<file path="config.mk">
export PLATFORM = sky130hd
export DESIGN_NAME = lphs_hash
export DESIGN_NICKNAME = d
export VERILOG_FILES = /design/src/rtl/lphs_pkg.sv /design/src/rtl/lphs_hash.sv
export SDC_FILE = /design/constraint.sdc
export NUM_CORES = 1
export LEC_CHECK = 0
export BUFFER_PORTS_ARGS = -buffer_cell sky130_fd_sc_hd__buf_2
export CORE_UTILIZATION = 30
export CTS_CLUSTER_DIAMETER = 50
export DETAILED_ROUTE_END_ITERATION = 12
export SLEW_MARGIN = 20
export SYNTH_ARGS = -nofsm -noshare
export SYNTH_HDL_FRONTEND = slang
export SYNTH_SLANG_ARGS = --single-unit
</file>
<file path="constraint.sdc">
create_clock -name clock -period 15.75 [get_ports clock]
set_input_delay 0 -clock clock [delete_from_list [all_inputs] [get_ports clock]]
set_output_delay 0 -clock clock [all_outputs]
set_load 0.01 [all_outputs]
</file>
<file path="src/rtl/lphs_pkg.sv">
// shared types and constants for the linear probe hash set
package lphs_pkg;

   localparam int KEY_W        = 64;
   localparam int STATUS_W     = 2;
   localparam int SLOT_INDEX_W = 10;
   localparam int COUNT_W      = 11;
   localparam int LIMIT_W      = 11;
   localparam int CSR_INDEX_W  = 1;
   localparam int CSR_DATA_W   = 11;

   localparam logic OP_INSERT = 1'b0;
   localparam logic OP_QUERY  = 1'b1;

   localparam logic [STATUS_W-1:0] STATUS_EXISTS   = 2'd0;
   localparam logic [STATUS_W-1:0] STATUS_INSERTED = 2'd1;
   localparam logic [STATUS_W-1:0] STATUS_FULL     = 2'd2;
   localparam logic [STATUS_W-1:0] STATUS_ABSENT   = 2'd0;
   localparam logic [STATUS_W-1:0] STATUS_PRESENT  = 2'd1;

   localparam logic [CSR_INDEX_W-1:0] CSR_ENTRY_LIMIT  = 1'd0;
   localparam logic [CSR_INDEX_W-1:0] CSR_STRICT_LIMIT = 1'd1;

   localparam logic [LIMIT_W-1:0] ENTRY_LIMIT_RESET = 11'd768;

   typedef struct packed {
      logic             opcode;
      logic [KEY_W-1:0] key;
   } req_type;

   typedef struct packed {
      logic [STATUS_W-1:0]     status;
      logic [SLOT_INDEX_W-1:0] slot_index;
      logic [COUNT_W-1:0]      entry_count;
   } rsp_type;

   typedef struct packed {
      logic [LIMIT_W-1:0] entry_limit;
      logic               strict_limit;
   } cfg_type;

   typedef struct packed {
      logic             done;
      logic [KEY_W-1:0] value;
   } hash_rsp_type;

   typedef enum logic [1:0] {
      ST_CLEAR,
      ST_IDLE,
      ST_HASH,
      ST_CHECK
   } ctrl_state_type;

endpackage

</file>
<file path="src/rtl/lphs_hash.sv">
// iterative 64-bit fnv-1a hash, one key byte per cycle
module lphs_hash (
   input  logic                       clock,
   input  logic                       reset,
   input  logic                       start,
   input  logic [lphs_pkg::KEY_W-1:0] key,
   output lphs_pkg::hash_rsp_type     hash_rsp
);
   import lphs_pkg::*;

   localparam logic [KEY_W-1:0] FNV_BASIS    = 64'hCBF29CE484222325;
   localparam logic [KEY_W-1:0] FNV_PRIME_LO = 64'h00000000000001B3;
   localparam int               FNV_PRIME_SH = 40;

   // prime is 2^40 + 0x1b3
   function automatic logic [KEY_W-1:0] fnv_step(input logic [KEY_W-1:0] h,
                                                 input logic [7:0] b);
      logic [KEY_W-1:0] x;
      x = h ^ {{(KEY_W-8){1'b0}}, b};
      return (x << FNV_PRIME_SH) + (x * FNV_PRIME_LO);
   endfunction

   logic             run_ff, run_in;
   logic             done_ff, done_in;
   logic [2:0]       step_ff, step_in;
   logic [KEY_W-1:0] shift_ff, shift_in;
   logic [KEY_W-1:0] h_ff, h_in;

   always_comb begin
      run_in   = run_ff;
      done_in  = 1'b0;
      step_in  = step_ff;
      shift_in = shift_ff;
      h_in     = h_ff;
      if (start) begin
         run_in   = 1'b1;
         step_in  = '0;
         shift_in = key;
         h_in     = FNV_BASIS;
      end else if (run_ff) begin
         h_in     = fnv_step(h_ff, shift_ff[7:0]);
         shift_in = shift_ff >> 8;
         step_in  = step_ff + 3'd1;
         if (&step_ff) begin
            run_in  = 1'b0;
            done_in = 1'b1;
         end
      end
   end

   always_ff @(posedge clock) begin
      if (reset) begin
         run_ff  <= 1'b0;
         done_ff <= 1'b0;
         step_ff <= '0;
      end else begin
         run_ff  <= run_in;
         done_ff <= done_in;
         step_ff <= step_in;
      end
      shift_ff <= shift_in;
      h_ff     <= h_in;
   end

   assign hash_rsp.done  = done_ff;
   assign hash_rsp.value = h_ff;

endmodule

</file>
==> results of run 1 <==
synth_stat cells (11+ instances only):
cell      number
inv_1        427
fa_1         212
ha_1         203
a21oi_1       83
nand2_1       80
dfxtp_1       69
edfxtp_1      64
xor2_1        62
nor2_1        59
mux2_2        56
xnor2_1       54
o21ai_0       52
a21o_1        43
clkbuf_1      32
mux2i_1       26
nor3_1        16
nand3_1       15
o21bai_1      14
nand4_1       13
a31oi_1       11
and2_1        11
cells by family after synthesis:
group	after synthesis	share of synthesized area, %
and+or+nand+nor	233	6.586
DFF	133	19.71
muxes	82	5.317
adders and majority gates	415	40.49
buffers and inverters	472	10.65
xor gates and xnor gates	116	6.064
AOI/OAI and AO/OA	285	11.18
final cells by class:
type,instances,area (um2)
clock inverters,15,166.4
flip-flops and latches,133,3304
fillers,5647,35620
multi-input cells,1131,11670
clock buffers,17,425.4
inverters,429,1612
repair buffers,203,1361
well taps,748,935.9
how the worst max path moves through the flow:
| stage | start | to | slack [ps] | depth (start not counted) |
|---|---|---|---|---|
| final | shift_ff[0]$_DFFE_PP_ | h_ff[63]$_SDFFE_PP1P_ | 9500 | 19 |
| after detailed placement | shift_ff[0]$_DFFE_PP_ | h_ff[55]$_SDFFE_PP1P_ | 9560 | 19 |
| after CTS | shift_ff[0]$_DFFE_PP_ | h_ff[54]$_SDFFE_PP1P_ | 9540 | 19 |
| after global routing | shift_ff[0]$_DFFE_PP_ | h_ff[55]$_SDFFE_PP1P_ | 9270 | 19 |
| after floorplan | h_ff[39]$_SDFFE_PP1P_ | h_ff[59]$_SDFFE_PP1P_ | 10450 | 20 |
| after global placement | shift_ff[0]$_DFFE_PP_ | h_ff[54]$_SDFFE_PP1P_ | 9640 | 19 |
per-stage QoR:
step	utilization, %	std cells	hold WS, ps	setup slack [ps]	area (um2)
finish	35.34	2676	36.51	9503	19470
global route	35.34	2676	36.86	9269	19470
CTS	35.34	2676	11.82	9542	19470
detailed placement	33.09	2579	227.5	9562	18230
global placement	33.09	2579	222.4	9641	18230
floorplan	-	1736	72.38	10450	16750
metal layers:
metal / GRT usage, % / vias up / share of wire (%)
met5: 0 / - / 0
met4: 4.079 / 0 / 1.8
met1: 23.14 / 6216 / 46
li1: - / 5997 / -
met2: 27.56 / 315 / 47
met3: 1.967 / 42 / 4.9
critical path: stages, from the launching register on:
cell	delay [ps]
edfxtp_1	420
xnor2_1	640
inv_1	210
ha_1	290
xor2_1	200
ha_1	200
or2_2	300
fa_1	420
fa_1	460
ha_1	290
ha_1	340
a21oi_2	250
o22ai_1	150
a221oi_2	500
o211ai_2	190
a211oi_2	470
o31ai_4	150
a31oi_1	380
or3_1	190
a31oi_1	80
sequential cells by signal, summed over array words and instances, names as in the netlist:
| signal | cells |
|---|---|
| h_ff | 64 |
| run_ff | 1 |
| shift_ff | 64 |
| step_ff | 3 |
| done_ff | 1 |
repair_timing:
item	CTS	global route
buffers inserted	0	0
hold buffers	65	0
hold endpoints to repair	69	0
==> impl_metrics.csv, run 1 <==
group,metric,value,unit
clock_tree,clk_latency,440,ps
logic_synthesis,ys_types,65,
worst_setup_path,worstPathRequired,16060,ps
grt,grt_max_degree,71,
clock_tree,cts_tree,"built",
worst_setup_path,critPathKind,"register to register",
clock_tree,max-clock-path-buffers,2,
sta,max_freq,160.1,MHz
run_status,status,"finished, final reports clean",
layout,drive_above_1_share,12.86,%
floorplan,die_w,238.3,um
worst_setup_path,rr_startpoint,"shift_ff[0]$_DFFE_PP_",
logic_synthesis,synthesis.area_per_instance,9.651,um2
floorplan,coreArea,55090,um2
layout,num_antenna_cells,0,
sta,finalMaxSlewViolations,0,
logic_synthesis,yosys-top-cells-area,"fa_1 25%, ha_1 15%, edfxtp_1 11%, inv_1 9.6%, dfxtp_1 8.2%",
grt,grt_pass1_wl,73330,um
route,vias,12570,
worst_setup_path,worst-r2r-cell-count,19,
logic_synthesis,synth_edf_count,64,
sta,tightestPinTransition,941.8,ps
layout,final_cell_mix,"427 x inv_1, 212 x fa_1, 203 x ha_1",
logic_synthesis,syn_nets,2218,
worst_setup_path,worstPathMaxFanout,5,
floorplan,rows,86,
min_path,hold_path_depth,2,
logic_synthesis,netlist_area,16750,um2
logic_synthesis,postSynth.asyncResetShare,0,%
grt,grt_pass1_vias,13270,
clock_tree,root_buffer,"clkbuf_16",
clock_tree,numCtsBuffers,17,
layout,area_growth_syn_to_layout,16.22,%
sta,fin_crit_sh,39.66,%
min_path,min_to,"h_ff[50]$_SDFFE_PP0P_",
floorplan,die_height,238.3,um
clock_tree,clk_pin_slew,80,ps
placed_design,dpl.hpwl,38350,um
flow_run,max_cap_viol_count,0,
worst_setup_path,r2r_slack,9500,ps
route,wirelength,46070,um
route,ant_nets,0,
grt,grt-ovfl-total,0,
clock_tree,clock_sinks,133,
logic_synthesis,synth_ff_type,"dfxtp_1",
logic_synthesis,yosysWarningCount,0,
worst_setup_path,r2r_end,"h_ff[63]$_SDFFE_PP1P_",
route,drt_first_pass_iters,5,
clock_tree,h-tree-depth,4,
placed_design,port_buffers,131,
route,drc_errors,0,
sta,fin_setup_tns,0,ps
worst_setup_path,crit_arrival,6550,ps
route,drt-vias-per-instance,4.697,
min_path,hp-start,"start",
layout,fin_nets,2397,
logic_synthesis,yosysTopAreaCellShare,25.33,%
sta,finalCriticalPeriod,6247,ps
floorplan,die-area,56800,um2
logic_synthesis,ys_seq_area_share,19.71,%
layout,final_common_cell,"inv_1",
route,wire_per_inst,17.21,um
worst_setup_path,cp-end-kind,"register",
sta,setup_viol_count_final,0,
sta,rsz0062_at_grt,"no",
sta,fin_worst_skew,16.11,ps
sta,hold_viol,0,
grt,track_usage,16.69,%
min_path,min_path_type,"input port to register",
logic_synthesis,syn_inst,1736,
worst_setup_path,crit_path_start_kind,"register",
floorplan,start_util,30.41,%
grt,antenna_found_initial,0,
clock_tree,cts_resized,0,
logic_synthesis,ys_ff_latch,133,
placed_design,gp_congestion,0.9279,
floorplan,pin_count,132,
route,drt_iter0_drc,733,
logic_synthesis,synth_top_area_cell,"fa_1",
sta,slew_headroom,37.21,%
Power of run 1 is left out: the tool's default activity adds up to more than one toggle a clock period on the data nets, which glitch-free logic cannot reach.
==> run 2, diff against run 1 <==
--- a/config.mk
+++ b/config.mk
@@ -5,6 +5,7 @@
 export SDC_FILE = /design/constraint.sdc
 export NUM_CORES = 1
 export LEC_CHECK = 0
+export ABC_AREA = 1
 export BUFFER_PORTS_ARGS = -buffer_cell sky130_fd_sc_hd__buf_2
 export CORE_UTILIZATION = 30
 export CTS_CLUSTER_DIAMETER = 50
==> constraint.sdc (replaced) <==
create_clock -name clock -period 6.55 [get_ports clock]
set_input_delay 0 -clock clock [delete_from_list [all_inputs] [get_ports clock]]
set_output_delay 0 -clock clock [all_outputs]
set_load 0.01 [all_outputs]
==> run 2 against run 1 <==
Against the previous run: register-to-register slack worse by 8500 ps; die area is 11% higher; first-iteration DRC count is 49% higher; worst hold slack better by 22 ps; critical path type unchanged; largest cell class unchanged.
==> impl_metrics.csv, run 2 <==
group,metric,value,unit
logic_synthesis,ys_top_cells_by_count,"700 x nand2_1, 667 x inv_1, 212 x fa_1",
route,drc_errors,0,
sta,rsz0062_at_grt,"no",
sta,setup_viol_count_final,0,
clock_tree,clk_pin_slew,60,ps
route,ant_nets,0,
layout,largest_registers,"h_ff x64, shift_ff x64, step_ff x3",
sta,tightestPinTransition,1050,ps
sta,slew_headroom,29.89,%
placed_design,port_buffers,131,
logic_synthesis,synth_top_area_cell,"fa_1",
floorplan,die_w,251.6,um
sta,worst_slack,989.6,ps
logic_synthesis,ys_seq_area_share,17.67,%
min_path,min_path_type,"input port to register",
route,drt_iter0_drc,1094,
layout,final_common_cell,"nand2_1",
layout,fin_nets,3180,
grt,grt_pass1_wl,92890,um
grt,grt_max_degree,60,
clock_tree,root_buffer,"clkbuf_16",
layout,area_growth_syn_to_layout,15.26,%
worst_setup_path,cp-end-kind,"register",
logic_synthesis,ys_types,45,
route,wirelength,58850,um
route,drt_first_pass_iters,8,
logic_synthesis,yosys-top-cells-area,"fa_1 23%, nand2_1 14%, ha_1 14%, inv_1 13%, edfxtp_1 10%",
sta,max_freq,179.8,MHz
clock_tree,max-clock-path-buffers,2,
floorplan,die-area,63300,um2
sta,hold_viol,0,
layout,drive_above_1_share,9.259,%
placed_design,dpl.hpwl,50010,um
logic_synthesis,yosysTopAreaCellShare,22.71,%
clock_tree,numCtsBuffers,17,
placed_design,place_ws,922.5,ps
grt,antenna_found_initial,0,
floorplan,start_util,30.34,%
logic_synthesis,synth.most_common_cell,"nand2_1",
logic_synthesis,netlist_area,18690,um2
clock_tree,clock_sinks,133,
logic_synthesis,synthesis.area_per_instance,7.461,um2
sta,finalCriticalPeriod,5560,ps
worst_setup_path,worstPathRequired,6880,ps
sta,fin_crit_sh,84.89,%
logic_synthesis,syn_inst,2505,
sta,finalMaxSlewViolations,0,
layout,final_cell_mix,"700 x nand2_1, 667 x inv_1, 212 x fa_1",
logic_synthesis,yosysWarningCount,0,
route,drt-vias-per-instance,4.500,
logic_synthesis,ys_ff_latch,133,
floorplan,rows,91,
sta,fin_worst_skew,13.37,ps
floorplan,coreArea,61600,um2
grt,grt_pass1_vias,16130,
clock_tree,clk_latency,450,ps
placed_design,gp_congestion,1.054,
clock_tree,cts_tree,"built",
worst_setup_path,critPathKind,"register to register",
logic_synthesis,synth_edf_count,64,
sta,fin_setup_tns,0,ps
run_status,status,"finished, final reports clean",
route,wire_per_inst,16.59,um
route,vias,15970,
worst_setup_path,crit_arrival,5890,ps
worst_setup_path,worstPathMaxFanout,5,
logic_synthesis,syn_nets,2987,
floorplan,pin_count,132,
flow_run,max_cap_viol_count,0,
clock_tree,h-tree-depth,4,
clock_tree,post-cts-setup-buffers,0,
layout,num_antenna_cells,0,
grt,track_usage,19.23,%
floorplan,die_height,251.6,um
logic_synthesis,synth_ff_type,"dfxtp_1",
logic_synthesis,postSynth.asyncResetShare,0,%
grt,grt-ovfl-total,0,
worst_setup_path,crit_path_start_kind,"register",
-- run 2: critical path: stages (launching register included) --
cell and delay (ps):
edfxtp_1 380, xnor2_1 740, inv_1 250, ha_1 300, xnor2_1 240, inv_1 70
ha_1 190, or2_2 310, fa_1 520, fa_1 430, ha_1 290, ha_1 360
nand2_1 120, nor2_1 280, nand2_1 110, nor2_1 150, nand2_1 70, nand3_1 190
nand2_1 100, nand2_1 70, nand2_1 40, nand3_1 160, nand2_1 70
-- run 2: worst paths after layout --
check	slack, ps	endpoint	from	cells after the start
worst max-delay path	990	h_ff[32]$_SDFFE_PP0P_	shift_ff[0]$_DFFE_PP_	22
worst max register to register	990	h_ff[32]$_SDFFE_PP0P_	shift_ff[0]$_DFFE_PP_	22
worst min-delay path	60	shift_ff[63]$_SDFFCE_PN0P_	start	3
worst min register to register	470	step_ff[1]$_SDFFE_PP0P_	step_ff[1]$_SDFFE_PP0P_	2
-- run 2: routing by layer --
metal	vias up	global-route usage, %	part of all wire [%]
li1	7907	-	-
met1	7557	26.31	46
met2	441	31.05	45
met3	62	2.610	5.6
met4	0	6.533	3.3
met5	-	0	0
-- run 2: repair_timing --
action / CTS / global route
hold buffers: 65 / 0
resized for setup: 0 / 0
hold endpoints to repair: 69 / 0
-- run 2: per-stage QoR --
stage,hold WS [ps],utilization [%],cell area (um2),instances
floorplan,76.15,-,18690,2505
detailed placement,197.0,33.01,20340,3451
global placement,204.5,33.01,20340,3451
CTS,43.76,34.97,21540,3548
finish,58.19,34.97,21540,3548
global route,70.20,34.97,21540,3548
-- run 2: logic make-up (layout without fill, tap and decap cells) --
family,after synthesis,count (layout),share of synthesized area [%]
compound gates,203,203,6.266
xor+xnor,74,74,3.468
fa+ha+maj,415,415,36.30
flops,133,133,17.67
simple gates,974,974,22.07
buf+inv,706,912,14.23
-- run 2: cell type report --
type,count,area [um2]
well taps,837,1047
clock inverters,11,103.9
repair buffers,203,1361
flip-flops and latches,133,3303
multi-input cells,1666,12730
fillers,6563,40060
inverters,677,2542
clock buffers,21,450.4
Power of run 2 is left out for the same reason.
