--- src/rtl/lphs_pkg.sv ---
// shared types and constants for the linear probe hash set
package lphs_pkg;

   localparam int KEY_W        = 64;
   localparam int STATUS_W     = 2;
   localparam int SLOT_INDEX_W = 10;
   localparam int COUNT_W      = 11;
   localparam int LIMIT_W      = 11;
   localparam int CSR_INDEX_W  = 1;
   localparam int CSR_DATA_W   = 11;

   localparam logic OP_INSERT = 1'b0;
   localparam logic OP_QUERY  = 1'b1;

   localparam logic [STATUS_W-1:0] STATUS_EXISTS   = 2'd0;
   localparam logic [STATUS_W-1:0] STATUS_INSERTED = 2'd1;
   localparam logic [STATUS_W-1:0] STATUS_FULL     = 2'd2;
   localparam logic [STATUS_W-1:0] STATUS_ABSENT   = 2'd0;
   localparam logic [STATUS_W-1:0] STATUS_PRESENT  = 2'd1;

   localparam logic [CSR_INDEX_W-1:0] CSR_ENTRY_LIMIT  = 1'd0;
   localparam logic [CSR_INDEX_W-1:0] CSR_STRICT_LIMIT = 1'd1;

   localparam logic [LIMIT_W-1:0] ENTRY_LIMIT_RESET = 11'd768;

   typedef struct packed {
      logic             opcode;
      logic [KEY_W-1:0] key;
   } req_type;

   typedef struct packed {
      logic [STATUS_W-1:0]     status;
      logic [SLOT_INDEX_W-1:0] slot_index;
      logic [COUNT_W-1:0]      entry_count;
   } rsp_type;

   typedef struct packed {
      logic [LIMIT_W-1:0] entry_limit;
      logic               strict_limit;
   } cfg_type;

   typedef struct packed {
      logic             done;
      logic [KEY_W-1:0] value;
   } hash_rsp_type;

   typedef enum logic [1:0] {
      ST_CLEAR,
      ST_IDLE,
      ST_HASH,
      ST_CHECK
   } ctrl_state_type;

endpackage

--- src/rtl/lphs_ctrl.sv ---
// probe sequencer: table clear, hash wait, slot walk, insert and response
module lphs_ctrl #(
   parameter int TABLE_SLOTS = 1024
) (
   input  logic                              clock,
   input  logic                              reset,
   input  logic                              start,
   input  lphs_pkg::req_type                 req_data,
   input  lphs_pkg::cfg_type                 cfg,
   output logic                              busy,
   output logic                              hash_start,
   input  lphs_pkg::hash_rsp_type            hash_rsp,
   output logic                              ram_we,
   output logic [$clog2(TABLE_SLOTS)-1:0]    ram_waddr,
   output logic [lphs_pkg::KEY_W:0]          ram_wdata,
   output logic [$clog2(TABLE_SLOTS)-1:0]    ram_raddr,
   input  logic [lphs_pkg::KEY_W:0]          ram_rdata,
   output logic                              rsp_valid,
   output lphs_pkg::rsp_type                 rsp_data
);
   import lphs_pkg::*;

   localparam int IDX_W = $clog2(TABLE_SLOTS);
   localparam int CNT_W = $clog2(TABLE_SLOTS + 1);
   localparam int CMP_W = (CNT_W > LIMIT_W) ? CNT_W : LIMIT_W;

   ctrl_state_type   state_ff, state_in;
   logic [IDX_W-1:0] clr_ff, clr_in;
   logic [IDX_W-1:0] idx_ff, idx_in;
   logic [IDX_W-1:0] home_ff, home_in;
   logic [IDX_W-1:0] cnt_ff, cnt_in;
   logic [CNT_W-1:0] count_ff, count_in;
   logic             op_ff, op_in;
   logic [KEY_W-1:0] key_ff, key_in;
   logic             rsp_valid_ff, rsp_valid_in;
   rsp_type          rsp_ff, rsp_in;

   logic             slot_used;
   logic             key_match;
   logic             probe_done;
   logic             found;
   logic             full;
   logic [IDX_W-1:0] slot;

   assign slot_used  = ram_rdata[KEY_W];
   assign key_match  = (ram_rdata[KEY_W-1:0] == key_ff);
   assign probe_done = !slot_used || key_match || (&cnt_ff);
   assign found      = slot_used && key_match;
   assign slot       = (slot_used && !key_match) ? home_ff : idx_ff;
   assign full       = slot_used
                    || (CMP_W'(count_ff) >= CMP_W'(TABLE_SLOTS))
                    || (cfg.strict_limit && (CMP_W'(count_ff) >= CMP_W'(cfg.entry_limit)));

   // next state
   always_comb begin
      state_in = state_ff;
      case (state_ff)
         ST_CLEAR: begin
            if (&clr_ff) begin
               state_in = ST_IDLE;
            end
         end
         ST_IDLE: begin
            if (start) begin
               state_in = ST_HASH;
            end
         end
         ST_HASH: begin
            if (hash_rsp.done) begin
               state_in = ST_CHECK;
            end
         end
         ST_CHECK: begin
            if (probe_done) begin
               state_in = ST_IDLE;
            end
         end
         default: begin
            state_in = ST_CLEAR;
         end
      endcase
   end

   // datapath and outputs
   always_comb begin
      busy         = 1'b1;
      hash_start   = 1'b0;
      ram_we       = 1'b0;
      ram_waddr    = idx_ff;
      ram_wdata    = {1'b1, key_ff};
      ram_raddr    = IDX_W'(idx_ff + 1'b1);
      clr_in       = clr_ff;
      idx_in       = idx_ff;
      home_in      = home_ff;
      cnt_in       = cnt_ff;
      count_in     = count_ff;
      op_in        = op_ff;
      key_in       = key_ff;
      rsp_valid_in = 1'b0;
      rsp_in       = rsp_ff;
      case (state_ff)
         ST_CLEAR: begin
            ram_we    = 1'b1;
            ram_waddr = clr_ff;
            ram_wdata = '0;
            clr_in    = IDX_W'(clr_ff + 1'b1);
         end
         ST_IDLE: begin
            busy       = 1'b0;
            hash_start = start;
            if (start) begin
               op_in  = req_data.opcode;
               key_in = req_data.key;
            end
         end
         ST_HASH: begin
            if (hash_rsp.done) begin
               ram_raddr = hash_rsp.value[IDX_W-1:0];
               idx_in    = hash_rsp.value[IDX_W-1:0];
               home_in   = hash_rsp.value[IDX_W-1:0];
               cnt_in    = '0;
            end
         end
         ST_CHECK: begin
            if (!probe_done) begin
               idx_in = IDX_W'(idx_ff + 1'b1);
               cnt_in = IDX_W'(cnt_ff + 1'b1);
            end else begin
               rsp_valid_in = 1'b1;
               if (op_ff == OP_QUERY) begin
                  rsp_in.status = found ? STATUS_PRESENT : STATUS_ABSENT;
               end else if (found) begin
                  rsp_in.status = STATUS_EXISTS;
               end else if (full) begin
                  rsp_in.status = STATUS_FULL;
               end else begin
                  rsp_in.status = STATUS_INSERTED;
                  ram_we        = 1'b1;
                  ram_waddr     = idx_ff;
                  count_in      = CNT_W'(count_ff + 1'b1);
               end
               rsp_in.slot_index  = SLOT_INDEX_W'(slot);
               rsp_in.entry_count = COUNT_W'(count_in);
            end
         end
         default: begin
            busy = 1'b1;
         end
      endcase
   end

   always_ff @(posedge clock) begin
      if (reset) begin
         state_ff     <= ST_CLEAR;
         clr_ff       <= '0;
         count_ff     <= '0;
         rsp_valid_ff <= 1'b0;
      end else begin
         state_ff     <= state_in;
         clr_ff       <= clr_in;
         count_ff     <= count_in;
         rsp_valid_ff <= rsp_valid_in;
      end
      idx_ff  <= idx_in;
      home_ff <= home_in;
      cnt_ff  <= cnt_in;
      op_ff   <= op_in;
      key_ff  <= key_in;
      rsp_ff  <= rsp_in;
   end

   assign rsp_valid = rsp_valid_ff;
   assign rsp_data  = rsp_ff;

endmodule

--- config.mk ---
export PLATFORM = sky130hd
export DESIGN_NAME = lphs_ctrl
export DESIGN_NICKNAME = d
export VERILOG_FILES = /design/src/rtl/lphs_pkg.sv /design/src/rtl/lphs_ctrl.sv
export SDC_FILE = /design/constraint.sdc
export NUM_CORES = 1
export LEC_CHECK = 0
export ABC_AREA = 1
export BUFFER_PORTS_ARGS = -buffer_cell sky130_fd_sc_hd__buf_4
export CORE_MARGIN = 2
export CORE_UTILIZATION = 40
export DETAILED_ROUTE_END_ITERATION = 16
export GPL_TIMING_DRIVEN = 0
export PLACE_DENSITY = 0.83
export SLEW_MARGIN = 5
export SYNTH_ARGS = -nofsm -noshare
export SYNTH_HDL_FRONTEND = slang
export SYNTH_SLANG_ARGS = --single-unit
--- constraint.sdc ---
create_clock -name clock -period 2.65 [get_ports clock]
set_clock_uncertainty 0.1 [all_clocks]
set_input_delay 0.3975 -clock clock [delete_from_list [all_inputs] [get_ports clock]]
set_output_delay 0.3975 -clock clock [all_outputs]
set_load 0.005 [all_outputs]
==> impl_metrics.json, run 1 <==
{
  "seq_area_frac_synth_pct": 51.3,
  "num-fill-cells": 1687,
  "ir_drop_mv": 0.439,
  "yosys.cell_types.count": 39,
  "grt_pass1_wl_um": 32100,
  "num_rows": 51,
  "cpPeakStageDelay_ns": 0.39,
  "post_drt_via_cell_ratio": 4.63,
  "synth_xor_area_share_pct": 2.68,
  "pin_count": 322,
  "start_kind": "flip-flop",
  "nets": 1539,
  "period_share_pct": 103,
  "cts_max_path_buffers": 2,
  "layout_commonest_cell": "nand2_1",
  "muxShareOfSynthArea_pct": 0,
  "wl_um": 21800,
  "synth-edff-count": 118,
  "dp_hpwl_um": 16400,
  "wire_per_inst_um": 13.7,
  "p_leak_nw": 5.58,
  "antenna_left": 0,
  "drt-initial-drc-count": 358,
  "synth_top_family_by_area": "simple AND/OR/NAND/NOR gates",
  "grt_max_degree": 67,
  "rsz0062_at_grt": "yes",
  "cts.sinks": 142,
  "violations": "negative setup slack",
  "portBuffers": 267,
  "power_density_mw_per_mm2": 729,
  "regArea_sq_mm": 0.00406,
  "synthArstFlopShare_pct": 0,
  "drc": 0,
  "p_total_mw": 8.18,
  "initial_core_util_pct": 40.6,
  "worstSetupPathType": "reg -> out",
  "synthSimpleGateAreaFrac_pct": 27.5,
  "gr-usage-all-layers_pct": 20.1,
  "core_sq_mm": 0.0193,
  "dr.pass1.iters": 5,
  "slew_violations": 0,
  "syn_area_sq_mm": 0.00785,
  "synth_flop_cell": "edfxtp_1",
  "ys_ff_latch": 142,
  "die_area_sq_mm": 0.0208,
  "arrival_ns": 2.23,
  "layout_common_cells": "nand2_1, buf_4, inv_1",
  "dieWidth_um": 144,
  "yosysWarnings": 0,
  "clk_latency_ns": 0.42,
  "drv_cap": 0,
  "final-setup-viol-count": 1,
  "grt_pass1_vias": 6745,
  "dr_total_vias": 7359,
  "netlist_instances": 1005,
  "tightest_slew_ns": 0.670,
  "multiInputGateArea_sq_mm": 0.00324,
  "critPathSlowestCell": "dfxtp_4",
  "area_growth_pct": 43.1,
  "drive_gt1_share_pct": 29.5,
  "fin_util_pct": 58.1,
  "status": "complete, but fails checks",
  "crit_fanout": 5,
  "cts-root-buf": "clkbuf_16",
  "fin_ws_ns": -0.0806,
  "maxSlewHeadroom_pct": 55.3,
  "required_ns": 2.15,
  "avgSynthCellArea_sq_um": 7.81,
  "hold_viol": 0,
  "synth_compound_area_share_pct": 5.50,
  "grt-ovfl-total": 0,
  "antenna_cells": 0,
  "synth_fp_nets": 1234,
  "cts_inserted_buffers": 17,
  "hp-class": "in -> reg",
  "htree_levels": 4,
  "period_minus_slack_ns": 2.73,
  "cts_tree": "yes",
  "antenna_found_initial": 0,
  "die_h_um": 144,
  "synthAdderAreaFrac_pct": 3.03,
  "fmaxAchievable_mhz": 366,
  "worstPathCellList": "ha_4 > nand2_1 > nor2_2 > nand2_1 > inv_1 > nand2_2 > nand2_2 > o21ai_4 > nand2_4 > nor2_8 > nand2_4 > a21oi_2 > buf_4",
  "gp_congestion": 0.889,
  "end_kind": "output pin",
  "path_clk_slew_ns": 0.07
}
[final cells by class]
class | instances | share of cell area (%)
sequential | 142 | 36.2
multi-input combinational | 659 | 28.8
timing repair buffer | 285 | 19.3
inverter | 186 | 6.29
clock buffer | 17 | 3.79
tap | 265 | 2.95
clock inverter | 15 | 1.80
buffer | 19 | 0.902
[sequential cells by signal (all words and copies together) (netlist names)]
signal / flops
cnt_ff: 10
clr_ff: 10
key_ff: 64
rsp_valid: 1
state_ff: 2
idx_ff: 10
count_ff: 11
rsp_data: 23
home_ff: 10
op_ff: 1
[final timing paths]
kind,from,to,slack (ns),cells past startpoint
setup / recovery,count_ff[8]$_SDFFE_PP0P_,ram_we,-0.08,13
hold / removal,req_data[6],key_ff[6]$_DFFE_PP_,0.05,1
setup reg to reg,cnt_ff[0]$_SDFFCE_PN0P_,idx_ff[5]$_DFFE_PP_,0.14,16
hold reg to reg,clr_ff[9]$_SDFFE_PP0P_,clr_ff[9]$_SDFFE_PP0P_,0.40,2
[worst max-delay path, delay by kind of cell (launching register included)]
kind / cells / cell delay [ns]
buffers and inverters: 2 / 0.18
and+or+nand+nor: 8 / 0.66
AOI/OAI and AO/OA: 2 / 0.36
DFF: 1 / 0.39
adders and majority gates: 1 / 0.21
[per-layer routing]
| layer | part of all wire [%] | up-vias | wire, um | track usage (%) |
|---|---|---|---|---|
| li1 | - | 3717 | - | - |
| met1 | 41 | 3343 | 8850 | 22.9 |
| met2 | 50 | 257 | 10900 | 36.7 |
| met3 | 7.1 | 42 | 1540 | 4.97 |
| met4 | 2.5 | 0 | 545 | 7.02 |
| met5 | 0 | - | 0 | 0 |
[Yosys cell counts (2+ instances only)]
cell type  count  area share [%]
nand4_1        3            0.24
nor3_1        12            0.77
buf_2          4            0.26
edfxtp_1     118              45
ha_1          19             3.0
nand2_4        2            0.29
o21ai_0       42             2.7
xnor2_1        2            0.22
nor2_4         3            0.43
nand3_1       19             1.2
xor2_1        22             2.5
clkinv_1       3            0.14
clkbuf_1      13            0.62
a31oi_1        2            0.16
a21oi_1       27             1.7
dfxtp_1       24             6.1
inv_1        182             8.7
nand2_1      313              15
nor2_1       166             7.9
o21ai_1        2            0.13
nand2_2        9            0.72
[cells by family after synthesis]
family,Yosys count
DFF,142
AOI/OAI and AO/OA,80
buffers and inverters,205
and+or+nand+nor,535
xor gates and xnor gates,24
adders and majority gates,19
[repair_timing]
| action | CTS | global route |
|---|---|---|
| pin swaps | 2 | 12 |
| setup endpoints to repair | 95 | 63 |
| setup buffers | 1 | 17 |
| hold buffers | 0 | 0 |
| gates cloned | 1 | 0 |
| gates resized for setup | 17 | 47 |
[per-stage QoR]
| step | hold WS (ns) | setup WS, ns | cells | setup TNS (ns) | area [sq um] |
|---|---|---|---|---|---|
| after floorplan | 0.359 | 0.118 | 1005 | 0 | 7850 |
| after global placement | 0.382 | -0.698 | 1537 | -37.65 | 10200 |
| after CTS | 0.0284 | -0.182 | 1571 | -0.182 | 10900 |
| final | 0.0488 | -0.0806 | 1588 | -0.0806 | 11200 |
| after detailed placement | 0.387 | -0.318 | 1537 | -13.78 | 10200 |
| after global routing | 0.0206 | -0.182 | 1588 | -0.591 | 11200 |
[report_power, final]
part           switching [mW]  internal [mW]  total (mW)  leakage, nW
Clock                    1.06           1.45        2.50        0.308
Sequential              0.152           2.75        2.90         1.28
Combinational            1.51           1.27        2.78         3.99
No activity file was read; power rests on OpenSTA's default activity.
==> run 2, diff against run 1 <==
--- a/config.mk
+++ b/config.mk
@@ -7,11 +7,13 @@
 export LEC_CHECK = 0
 export ABC_AREA = 1
 export BUFFER_PORTS_ARGS = -buffer_cell sky130_fd_sc_hd__buf_4
+export CAP_MARGIN = 5
 export CORE_MARGIN = 2
 export CORE_UTILIZATION = 40
 export DETAILED_ROUTE_END_ITERATION = 16
 export GPL_TIMING_DRIVEN = 0
 export PLACE_DENSITY = 0.83
+export SETUP_SLACK_MARGIN = 0.02
 export SLEW_MARGIN = 5
 export SYNTH_ARGS = -nofsm -noshare
 export SYNTH_HDL_FRONTEND = slang
==> constraint.sdc (replaced) <==
create_clock -name clock -period 2.3 [get_ports clock]
set_clock_uncertainty 0.1 [all_clocks]
set_input_delay 0.345 -clock clock [delete_from_list [all_inputs] [get_ports clock]]
set_output_delay 0.345 -clock clock [all_outputs]
set_load 0.005 [all_outputs]
==> run 2 against run 1 <==
The run still ends with negative setup slack left. Power is 23% higher. Largest power group is now combinational cells. Clock power is 14% higher. Non-clock buffer count is 90 higher. Via count increased by 9.8%. Sequential cell count is the same.
==> impl_metrics.json, run 2 (same netlist as run 1, synthesis figures left out) <==
{
  "hold_viol": 0,
  "final-setup-viol-count": 25,
  "num_rows": 51,
  "p_leak_nw": 6.04,
  "period_share_pct": 113,
  "htree_levels": 4,
  "start_kind": "flip-flop",
  "dieWidth_um": 144,
  "fmaxAchievable_mhz": 386,
  "worstSetupPathType": "reg -> out",
  "dp_hpwl_um": 16700,
  "wire_per_inst_um": 15.5,
  "instances_no_fill": 1681,
  "layout_commonest_cell": "nand2_1",
  "violations": "negative setup slack",
  "pin_count": 322,
  "grt-ovfl-total": 0,
  "end_kind": "output pin",
  "die_area_sq_mm": 0.0208,
  "clk_latency_ns": 0.42,
  "fin_tns_setup_ns": -0.859,
  "power_density_mw_per_mm2": 815,
  "largest_reg_flops": 64,
  "drive_gt1_share_pct": 32.0,
  "finalInstanceArea_sq_mm": 0.0124,
  "grt_pass1_wl_um": 36400,
  "dr_total_vias": 8083,
  "nets": 1632,
  "path_clk_slew_ns": 0.07,
  "grt_max_degree": 33,
  "crit_fanout": 2,
  "fin_ws_ns": -0.292,
  "arrival_ns": 2.15,
  "wl_um": 26000,
  "drc": 0,
  "cts_inserted_buffers": 17,
  "antenna_left": 0,
  "slew_violations": 0,
  "ir_drop_mv": 0.546,
  "place_inst": 1538,
  "maxSlewHeadroom_pct": 61.9,
  "post_drt_via_cell_ratio": 4.81,
  "cts_tree": "yes",
  "antenna_cells": 0,
  "core_sq_mm": 0.0193,
  "drv_cap": 0,
  "hold_ws_ns": 0.0141,
  "gr-usage-all-layers_pct": 22.7,
  "fin_util_pct": 64.0,
  "period_minus_slack_ns": 2.59,
  "dpl_cell_area_sq_mm": 0.0102,
  "required_ns": 1.86,
  "area_growth_pct": 57.7,
  "cts.sinks": 142,
  "gp_congestion": 0.885,
  "antenna_found_initial": 0,
  "grt_pass1_vias": 7545,
  "rsz0062_at_grt": "yes",
  "cts-root-buf": "clkbuf_16",
  "die_h_um": 144,
  "layout_common_cells": "nand2_1, buf_4, inv_1",
  "hp-class": "in -> reg",
  "initial_core_util_pct": 40.6,
  "dr.pass1.iters": 8,
  "regMostFlops": "key_ff",
  "status": "complete, but fails checks",
  "cts_max_path_buffers": 2,
  "tightest_slew_ns": 0.571,
  "drt-initial-drc-count": 594,
  "portBuffers": 267
}
==> run 2: cell count changes in the layout (fill, tap and decap cells not counted), sizes merged <==
cell,previous run,this run
dlygate4sd3,0,67
clkbuf,28,27
clkinvlp,1,6
buf,293,317
inv,189,188
clkinv,9,8
==> run 2: area by class of cell <==
| class | count | area (sq um) |
|---|---|---|
| fill | 1485 | 6960 |
| sequential | 142 | 4060 |
| multi-input combinational | 659 | 3420 |
| timing repair buffer | 375 | 3050 |
| inverter | 186 | 708 |
| clock buffer | 17 | 425 |
| tap | 265 | 332 |
| buffer | 19 | 186 |
| clock inverter | 15 | 176 |
| timing repair inverter | 3 | 22.5 |
==> run 2: critical path, cell delays in order, from the launching register on <==
cell and delay (ns):
dfxtp_4 0.36, ha_4 0.23, a21oi_1 0.19, nand2_1 0.10
nand2_2 0.07, nand2_2 0.06, o21ai_4 0.20, nand2_4 0.10
nor2_8 0.11, nand2_4 0.06, a21oi_4 0.14, buf_6 0.11
==> run 2: final timing paths <==
check | from | to | slack (ns) | cells past startpoint
worst max-delay path | count_ff[6]$_SDFFE_PP0P_ | ram_we | -0.29 | 11
worst min-delay path | hash_rsp[5] | home_ff[5]$_DFFE_PP_ | 0.01 | 1
worst max register to register | count_ff[6]$_SDFFE_PP0P_ | rsp_data[1]$_DFFE_PP_ | -0.06 | 13
worst min register to register | clr_ff[9]$_SDFFE_PP0P_ | clr_ff[9]$_SDFFE_PP0P_ | 0.41 | 2
==> run 2: repair_timing <==
action / in CTS / in global routing
hold buffers: 67 / 0
setup buffers: 24 / 18
hold endpoints to repair: 67 / 0
pin swaps: 15 / 24
gates cloned: 2 / 2
setup endpoints to repair: 174 / 115
gates resized for setup: 73 / 83
==> run 2: layer usage <==
metal  routed length (um)  vias to the layer above  GRT usage (%)  share of wire, %
met3                 2080                       87           4.90               8.0
li1                     -                     3898              -                 -
met5                    0                        -              0                 0
met4                  926                        0           9.75               3.6
met1                 9770                     3700           25.5                38
met2                13300                      398           41.4                51
==> run 2: metrics by stage <==
stage | power, mW | worst slack, ns
6_report | 10.1 | -0.292
5_1_grt | 10.6 | -0.345
4_1_cts | 9.75 | -0.322
3_5_place_dp | 6.44 | -0.590
3_3_place_gp | 6.35 | -0.655
2_1_floorplan | 4.81 | 0.0143
==> run 2: report_power, final <==
| group | total, mW | internal, mW | switching, mW |
|---|---|---|---|
| Combinational | 3.88 | 1.87 | 2.01 |
| Sequential | 3.36 | 3.18 | 0.185 |
| Clock | 2.85 | 1.64 | 1.21 |
